$ cat src/hdl/lpfc_pkg.sv
`timescale 1ns / 1ps
// ----------------------------------------------------------------------------
// lpfc_pkg
// Shared types and codes of the length-prefixed frame checker: parser phases,
// result kinds, frame status codes, register indexes and the queued record.
// ----------------------------------------------------------------------------
package lpfc_pkg;

    typedef enum logic [2:0] {
        PH_TLEN    = 3'd0,
        PH_PLEN    = 3'd1,
        PH_TOPIC   = 3'd2,
        PH_PAYLOAD = 3'd3,
        PH_CRC     = 3'd4
    } phase_t;

    typedef enum logic [1:0] {
        KIND_TOPIC   = 2'd0,
        KIND_PAYLOAD = 2'd1,
        KIND_STATUS  = 2'd2
    } kind_t;

    typedef enum logic [1:0] {
        ST_OK    = 2'd0,
        ST_CRC   = 2'd1,
        ST_LONG  = 2'd2,
        ST_TRUNC = 2'd3
    } status_t;

    localparam logic [1:0] CFG_MAX_TOPIC   = 2'd0;
    localparam logic [1:0] CFG_MAX_PAYLOAD = 2'd1;

    localparam int TOPIC_LIM_W   = 16;
    localparam int PAYLOAD_LIM_W = 21;

    localparam logic [TOPIC_LIM_W-1:0]   MAX_TOPIC_RESET   = 16'd255;
    localparam logic [PAYLOAD_LIM_W-1:0] MAX_PAYLOAD_RESET = 21'd4096;

    localparam logic [31:0] CRC_POLY = 32'hEDB88320;
    localparam logic [31:0] CRC_INIT = 32'hFFFFFFFF;

    // everything one received word leads to: an optional data byte and an
    // optional status, in that order
    typedef struct packed {
        logic        has_byte;
        kind_t       byte_kind;
        logic [7:0]  data;
        logic        has_status;
        status_t     status;
        logic [31:0] crc;
    } lpfc_rec_t;

endpackage

$ cat src/hdl/lpfc_front.sv
`timescale 1ns / 1ps
// ----------------------------------------------------------------------------
// lpfc_front
// Frame parser: tracks length fields, sections and the CRC field, updates
// the running CRC-32 and classifies each accepted word into a result record.
// ----------------------------------------------------------------------------
module lpfc_front
    import lpfc_pkg::*;
(
    input  logic                     clk,
    input  logic                     rst_n,
    input  logic                     take,
    input  logic [7:0]               in_byte,
    input  logic                     end_of_buffer,
    input  logic [TOPIC_LIM_W-1:0]   topic_limit,
    input  logic [PAYLOAD_LIM_W-1:0] payload_limit,
    output logic                     rec_wr,
    output lpfc_rec_t                rec
);

    phase_t                   phase_reg, phase_next;
    logic [1:0]               idx_reg, idx_next;
    logic [31:0]              tlen_reg, tlen_next;
    logic [31:0]              plen_reg, plen_next;
    logic [PAYLOAD_LIM_W-1:0] rem_reg, rem_next;
    logic [31:0]              crc_reg, crc_next;
    logic [23:0]              rxcrc_reg, rxcrc_next;
    logic                     discard_reg, discard_next;

    logic [31:0] crc_after;
    logic [31:0] tlen_ins;
    logic [31:0] plen_ins;
    logic [23:0] rxcrc_ins;
    logic        in_section;
    logic        len_last;
    logic        too_long;
    logic        crc_last;
    logic        crc_match;
    logic        sect_done;
    logic        status_main;
    logic        trunc;

    function automatic logic [31:0] crc8(input logic [31:0] c_in, input logic [7:0] b);
        logic [31:0] c;
        c = c_in ^ {24'd0, b};
        for (int i = 0; i < 8; i++) begin
            c = c[0] ? ((c >> 1) ^ CRC_POLY) : (c >> 1);
        end
        return c;
    endfunction

    assign in_section = (phase_reg == PH_TOPIC) || (phase_reg == PH_PAYLOAD);
    assign crc_after  = (phase_reg == PH_CRC) ? crc_reg : crc8(crc_reg, in_byte);
    assign tlen_ins   = tlen_reg | ({24'd0, in_byte} << {idx_reg, 3'b000});
    assign plen_ins   = plen_reg | ({24'd0, in_byte} << {idx_reg, 3'b000});
    assign rxcrc_ins  = rxcrc_reg | ({16'd0, in_byte} << {idx_reg, 3'b000});
    assign len_last   = (phase_reg == PH_PLEN) && (idx_reg == 2'd3);
    assign too_long   = len_last && ((tlen_reg > {16'd0, topic_limit})
                        || (plen_ins > {11'd0, payload_limit}));
    assign crc_last   = (phase_reg == PH_CRC) && (idx_reg == 2'd3);
    assign crc_match  = ~crc_reg == {in_byte, rxcrc_reg};
    assign sect_done  = in_section && (rem_reg <= PAYLOAD_LIM_W'(1));
    assign status_main = !discard_reg && (too_long || crc_last);
    // a flagged word that neither closes the frame nor is dropped cuts it short
    assign trunc      = end_of_buffer && !discard_reg && !status_main;

    // next state
    always_comb
    begin
        phase_next   = phase_reg;
        idx_next     = idx_reg;
        tlen_next    = tlen_reg;
        plen_next    = plen_reg;
        rem_next     = rem_reg;
        crc_next     = crc_reg;
        rxcrc_next   = rxcrc_reg;
        discard_next = discard_reg;
        if (take && !discard_reg)
        begin
            crc_next = crc_after;
            case (phase_reg)
                PH_TLEN:
                begin
                    tlen_next = tlen_ins;
                    idx_next  = idx_reg + 2'd1;
                    if (idx_reg == 2'd3)
                    begin
                        phase_next = PH_PLEN;
                    end
                end
                PH_PLEN:
                begin
                    plen_next = plen_ins;
                    idx_next  = idx_reg + 2'd1;
                    if (len_last)
                    begin
                        if (too_long)
                        begin
                            discard_next = 1'b1;
                        end
                        else if (tlen_reg != 32'd0)
                        begin
                            phase_next = PH_TOPIC;
                            rem_next   = tlen_reg[PAYLOAD_LIM_W-1:0];
                        end
                        else if (plen_ins != 32'd0)
                        begin
                            phase_next = PH_PAYLOAD;
                            rem_next   = plen_ins[PAYLOAD_LIM_W-1:0];
                        end
                        else
                        begin
                            phase_next = PH_CRC;
                            rem_next   = '0;
                        end
                    end
                end
                PH_TOPIC, PH_PAYLOAD:
                begin
                    rem_next = rem_reg - PAYLOAD_LIM_W'(1);
                    if (sect_done)
                    begin
                        idx_next = 2'd0;
                        if ((phase_reg == PH_TOPIC) && (plen_reg != 32'd0))
                        begin
                            phase_next = PH_PAYLOAD;
                            rem_next   = plen_reg[PAYLOAD_LIM_W-1:0];
                        end
                        else
                        begin
                            phase_next = PH_CRC;
                            rem_next   = '0;
                        end
                    end
                end
                PH_CRC:
                begin
                    rxcrc_next = rxcrc_ins;
                    idx_next   = idx_reg + 2'd1;
                    if (crc_last)
                    begin
                        phase_next = PH_TLEN;
                        tlen_next  = '0;
                        plen_next  = '0;
                        rem_next   = '0;
                        crc_next   = CRC_INIT;
                        rxcrc_next = '0;
                    end
                end
                default:
                begin
                    phase_next = PH_TLEN;
                end
            endcase
        end
        // end of buffer always returns to the start of a frame
        if (take && end_of_buffer)
        begin
            phase_next   = PH_TLEN;
            idx_next     = 2'd0;
            tlen_next    = '0;
            plen_next    = '0;
            rem_next     = '0;
            crc_next     = CRC_INIT;
            rxcrc_next   = '0;
            discard_next = 1'b0;
        end
    end

    // outputs
    always_comb
    begin
        rec.has_byte   = !discard_reg && in_section;
        rec.byte_kind  = (phase_reg == PH_TOPIC) ? KIND_TOPIC : KIND_PAYLOAD;
        rec.data       = in_byte;
        rec.has_status = status_main || trunc;
        if (too_long)
        begin
            rec.status = ST_LONG;
        end
        else if (crc_last)
        begin
            rec.status = crc_match ? ST_OK : ST_CRC;
        end
        else
        begin
            rec.status = ST_TRUNC;
        end
        rec.crc = ~crc_after;
        rec_wr  = take && (rec.has_byte || rec.has_status);
    end

    always_ff @(posedge clk or negedge rst_n)
    begin
        if (!rst_n)
        begin
            phase_reg   <= PH_TLEN;
            idx_reg     <= 2'd0;
            tlen_reg    <= '0;
            plen_reg    <= '0;
            rem_reg     <= '0;
            crc_reg     <= CRC_INIT;
            rxcrc_reg   <= '0;
            discard_reg <= 1'b0;
        end
        else
        begin
            phase_reg   <= phase_next;
            idx_reg     <= idx_next;
            tlen_reg    <= tlen_next;
            plen_reg    <= plen_next;
            rem_reg     <= rem_next;
            crc_reg     <= crc_next;
            rxcrc_reg   <= rxcrc_next;
            discard_reg <= discard_next;
        end
    end

    a_eob_restarts: assert property (@(posedge clk) disable iff (!rst_n)
        take && end_of_buffer |=> (phase_reg == PH_TLEN) && !discard_reg && (idx_reg == 2'd0))
        else $error("end of buffer did not restart the parser");

    a_discard_quiet: assert property (@(posedge clk) disable iff (!rst_n)
        discard_reg |-> !rec_wr)
        else $error("record written while discarding");

endmodule

$ cat config.mk
export PLATFORM = sky130hd
export DESIGN_NAME = lpfc_front
export DESIGN_NICKNAME = d
export VERILOG_FILES = /design/src/hdl/lpfc_pkg.sv /design/src/hdl/lpfc_front.sv
export SDC_FILE = /design/constraint.sdc
export NUM_CORES = 1
export LEC_CHECK = 0
export ABC_AREA = 1
export BUFFER_PORTS_ARGS = -buffer_cell sky130_fd_sc_hd__buf_2
export CORE_MARGIN = 2
export CORE_UTILIZATION = 56
export DETAILED_ROUTE_END_ITERATION = 10
export PLACE_DENSITY = 0.88
export SKIP_LAST_GASP = 1
export SLEW_MARGIN = 20
export SYNTH_ARGS = -nofsm -noshare
export SYNTH_HDL_FRONTEND = slang
export SYNTH_SLANG_ARGS = --single-unit
$ cat constraint.sdc
create_clock -name clk -period 2.4 [get_ports clk]
set_clock_uncertainty 0.15 [all_clocks]
set_input_delay 0.12 -clock clk [delete_from_list [all_inputs] [get_ports clk]]
set_output_delay 0.12 -clock clk [all_outputs]
set_load 0.1 [all_outputs]
==> out/metrics.yaml, run 1 <==
core.rowCount: 52
synth_enable_flop_cells: 0
start_util: 0.574
yosysWarnings: 0
ctsLongestPathBuffers: 2
io-pin-count: 96
syn_nets: 1767
postSynth.asyncResetShare: 1.00
synth_seq_area_share: 0.319
synthFlopType: "sky130_fd_sc_hd__dfrtp_1"
synth-seq-cells: 147
dpl_worst_slack_ns: -0.397
post_synth_mux_area_share: 0
antenna_found_initial: 11
flow.first_error: "[ERROR GRT-0183] Net _1212_: the 3D maze router ran out of legal paths (heap underflow) - the net is boxed in by local congestion or blockages."
worst-ep-kind: "output port"
post_synth_fa_ha_maj_area_fraction: 0.0430
synth_simple_gate_area_frac: 0.337
place_congestion: 1.04
cts.root.buffer_cell: "sky130_fd_sc_hd__clkbuf_16"
synth_area_per_cell_sq_um: 6.94
synth_area_in_xor_xnor: 0.0710
fp.dieW_um: 148
tritoncts.num_buffers: 17
outcome.stop_stage: "global routing"
die_h_um: 148
synth_compound_area_frac: 0.106
run_status: "did not finish"
h-tree-depth: 4
syn-cell-area_sq_mm: 0.0116
dominant_combinational_cell_family_by_area_after_synthesis: "simple AND/OR/NAND/NOR gates"
buffer_ports.inserted: 94
synth_instances: 1678
globalroute.repair_timing.worst_endpoint: "rec_wr"
maximum_number_of_pins_on_one_net_before_global_route_repair: 57
clock_sinks: 147
number_of_unique_standard_cell_types_used_by_synthesis: 56
post-dp-hpwl_um: 30300
[per-stage QoR]
step | instance area, sq um | std cells
2_1_floorplan | 11900 | 1678
3_3_place_gp | 14000 | 2119
3_5_place_dp | 14100 | 2120
4_1_cts | 15800 | 2209
[repair_timing]
item                       4_1_cts
setup endpoints to repair       57
hold endpoints to repair        73
hold buffers                     1
gates cloned                     3
pin swaps                       67
gates resized for setup        138
setup buffers                   53
[synth_stat cells, types with 30 or more instances]
cell type | number | area share
sky130_fd_sc_hd__o21ai_0 | 70 | 0.030
sky130_fd_sc_hd__nand2_1 | 399 | 0.13
sky130_fd_sc_hd__xor2_1 | 53 | 0.040
sky130_fd_sc_hd__dfrtp_1 | 115 | 0.25
sky130_fd_sc_hd__nand3_1 | 192 | 0.083
sky130_fd_sc_hd__ha_1 | 40 | 0.043
sky130_fd_sc_hd__a21oi_1 | 121 | 0.052
sky130_fd_sc_hd__nand4_1 | 42 | 0.023
sky130_fd_sc_hd__clkbuf_1 | 30 | 0.0097
sky130_fd_sc_hd__nor2_1 | 119 | 0.038
sky130_fd_sc_hd__dfstp_2 | 32 | 0.072
sky130_fd_sc_hd__inv_1 | 233 | 0.075
sky130_fd_sc_hd__nand2_2 | 36 | 0.019
[cells by family after synthesis]
family	after synthesis
simple gates	851
buf+inv	330
compound gates	227
flops	147
xor+xnor	82
fa+ha+maj	40
other cells	1
==> inputs of run 2 (changes only) <==
--- a/config.mk
+++ b/config.mk
@@ -8,9 +8,9 @@
 export ABC_AREA = 1
 export BUFFER_PORTS_ARGS = -buffer_cell sky130_fd_sc_hd__buf_2
 export CORE_MARGIN = 2
-export CORE_UTILIZATION = 56
+export CORE_UTILIZATION = 40
 export DETAILED_ROUTE_END_ITERATION = 10
-export PLACE_DENSITY = 0.88
+export PLACE_DENSITY_LB_ADDON = 0.15
 export SKIP_LAST_GASP = 1
 export SLEW_MARGIN = 20
 export SYNTH_ARGS = -nofsm -noshare
==> constraint.sdc (replaced) <==
create_clock -name clk -period 3.1 [get_ports clk]
set_clock_uncertainty 0.15 [all_clocks]
set_input_delay 0.155 -clock clk [delete_from_list [all_inputs] [get_ports clk]]
set_output_delay 0.155 -clock clk [all_outputs]
set_load 0.1 [all_outputs]
==> out/metrics.yaml, run 2 <==
synth_instances: 1678
finalMaxSlewViolations: 0
synth_simple_gate_area_frac: 0.337
post_synth_fa_ha_maj_area_fraction: 0.0430
post-dp-hpwl_um: 29700
antenna_found_initial: 0
h-tree-depth: 4
synth_seq_area_share: 0.319
coreArea_sq_mm: 0.0287
critical_path.max_fanout: 5
grt_pass1_wl_um: 61900
worstSetupStartpointType: "flip-flop"
dr.first_iter.drc_count: 1190
ctsLongestPathBuffers: 2
clock_sinks: 147
number_of_unique_standard_cell_types_used_by_synthesis: 56
max-cap-violations: 0
synth_enable_flop_cells: 0
finalCritPeriodShare: 1.01
wl_per_cell_um: 17.9
antenna_left: 0
synthTopCellsByArea: "sky130_fd_sc_hd__dfrtp_1 25%, sky130_fd_sc_hd__nand2_1 13%, sky130_fd_sc_hd__nand3_1 8.3%"
fp.dieW_um: 175
drt-vias-per-instance: 5.29
maximum_number_of_pins_on_one_net_before_global_route_repair: 68
dominant_combinational_cell_family_by_area_after_synthesis: "simple AND/OR/NAND/NOR gates"
buffer_ports.inserted: 94
die_h_um: 175
placedCellCount: 2122
cts.clk_slew.worst_paths_ns: 0.08
synth_compound_area_frac: 0.106
number_of_inserted_diodes: 0
synth-seq-cells: 147
design.die.area_sq_mm: 0.0305
core.rowCount: 62
worstSetupPathDepth: 16
synthFlopType: "sky130_fd_sc_hd__dfrtp_1"
grt_overflow_total: 0
failed_checks: "setup timing"
io-pin-count: 96
syn_nets: 1767
first_pass_iters: 5
final_period_minus_worst_setup_slack_ns: 3.14
report.final.setup_viol: 3
syn-cell-area_sq_mm: 0.0116
yosysWarnings: 0
stdcell_count: 2189
postSynth.asyncResetShare: 1.00
route.detailed.drc: 0
tritoncts.num_buffers: 17
synth_area_in_xor_xnor: 0.0710
max_clock_freq_mhz: 318
run_status: "finished, violations left"
nFillCells: 2964
number_of_global_route_vias_before_repair: 11000
grt_use_total: 0.260
num_vias: 11600
layout.cells.most_common_list: "373 x sky130_fd_sc_hd__nand2_1, 229 x sky130_fd_sc_hd__inv_1, 185 x sky130_fd_sc_hd__nand3_1, 116 x sky130_fd_sc_hd__a21oi_1, 115 x sky130_fd_sc_hd__nor2_1"
worstPathCellList: "clkinvlp_4, buf_6, nand3_4, nand2_4, ha_4, nand2_2, inv_2, buf_4, nand4_1, nor2_1, nand2_1, nand2_2, nand2_4, nand2_4, o21a_1, buf_12"
setup_slack_ns: -0.0434
start_util: 0.406
detail_route.wirelength_um: 39300
final_hold_viol_count: 0
critical_path_start_end_classification: "flip-flop to output port"
unrepaired_setup_endpoints_after_global_routing: "true"
place_congestion: 0.945
cp_top_family: "simple AND/OR/NAND/NOR gates"
worst_hold_path_class: "input pin to flip-flop"
worst_hold_path.num_cells: 3
max_slew.worst_pin.slew_ns: 0.758
timing.max_slew.rel_slack: 0.493
most_prevalent_standard_cell_on_the_critical_path: "sky130_fd_sc_hd__nand2_4"
yosys.area.top_type_share: 0.247
synth_most_common_cell: "sky130_fd_sc_hd__nand2_1"
layout-area-overhead-vs-synth_pct: 20.2
post_synth_most_frequent_cells: "399 x sky130_fd_sc_hd__nand2_1, 233 x sky130_fd_sc_hd__inv_1, 192 x sky130_fd_sc_hd__nand3_1, 121 x sky130_fd_sc_hd__a21oi_1, 119 x sky130_fd_sc_hd__nor2_1"
cts.root.buffer_cell: "sky130_fd_sc_hd__clkbuf_16"
final_nets: 1881
clk_latency_ns: 0.45
crit_required_ns: 2.79
reg2regPathDepth: 11
critPathSlowestCell: "sky130_fd_sc_hd__dfrtp_2"
most_common_cell_after_layout_fill_and_taps_aside: "sky130_fd_sc_hd__nand2_1"
crit_path_end_kind: "output port"
drive_above_1_share: 0.230
tritoncts: "done"
synth_area_per_cell_sq_um: 6.94
yosysTopAreaCell: "sky130_fd_sc_hd__dfrtp_1"
critical_path_buf_inv_count: 5
cp.arrival_ns: 2.84
critPathMaxStageDelay_ns: 0.47
post_synth_mux_area_share: 0
## run 2: cell counts after synthesis
Identical to the previous run, type by type.
## run 2: layout make-up
| type | instances | area [sq um] | area share |
|---|---|---|---|
| repair buffers | 180 | 1290 | 0.0921 |
| multi-input cells | 1201 | 6960 | 0.497 |
| flip-flops and latches | 147 | 3720 | 0.266 |
| clock inverters | 15 | 186 | 0.0133 |
| clock buffers | 17 | 425 | 0.0304 |
| inverters | 243 | 922 | 0.0659 |
| repair inverters | 2 | 16.3 | 0.00116 |
| well taps | 384 | 480 | 0.0343 |
## run 2: stage by stage
stage          area, sq um  setup TNS (ns)  utilization  hold WS [ns]  setup slack, ns
5_1_grt              14000          -0.585        0.488        0.0404           -0.196
2_1_floorplan        11700           -3.69            -        -0.291           -0.706
4_1_cts              13500          -0.189        0.470       0.00348          -0.0875
3_3_place_gp         12600               0        0.439        0.0732            0.169
6_report             14000          -0.119        0.488        0.0418          -0.0434
3_5_place_dp         12600               0        0.439        0.0761           0.0973
## run 2: per-layer routing
| metal | vias to the layer above | routed length (um) | global-route usage |
|---|---|---|---|
| met5 | - | 0 | 0 |
| met3 | 63 | 2770 | 0.0527 |
| met4 | 0 | 960 | 0.0750 |
| li1 | 5601 | - | - |
| met1 | 5518 | 17800 | 0.367 |
| met2 | 408 | 17800 | 0.405 |
## run 2: what timing repair did
action	4_1_cts	5_1_grt
resized for setup	33	82
hold buffers	3	0
buffers inserted	13	17
hold endpoints to repair	67	0
pin swaps	15	26
endpoints found under the setup margin	7	37
gates cloned	1	1
## run 2: worst min-delay path: cells and delay by family
family | cells | cell delay (ns)
simple gates | 1 | 0.15
compound gates | 1 | 0.06
buf+inv | 1 | 0.24
## run 2: worst paths after layout
path,startpoint,to,slack (ns)
hold / removal,in_byte[0],tlen_reg[24],0.04
min in group asynchronous,rst_n,tlen_reg[31],0.15
max in group asynchronous,rst_n,plen_reg[11],1.85
setup reg to reg,phase_reg[1],tlen_reg[25],0.17
setup / recovery,idx_reg[1],rec[32],-0.04
hold reg to reg,crc_reg[16],crc_reg[16],0.36
## run 2: kinds of logic after synthesis
group	after synthesis
XOR/XNOR	82
other	1
adder cells (fa/ha/maj)	40
AO/OA/AOI/OAI	227
flip-flops	147
AND/OR/NAND/NOR	851
buffers and inverters	330
Power of run 2 is left out: the tool's default activity adds up to more than one toggle a clock period on the data nets, which glitch-free logic cannot reach.
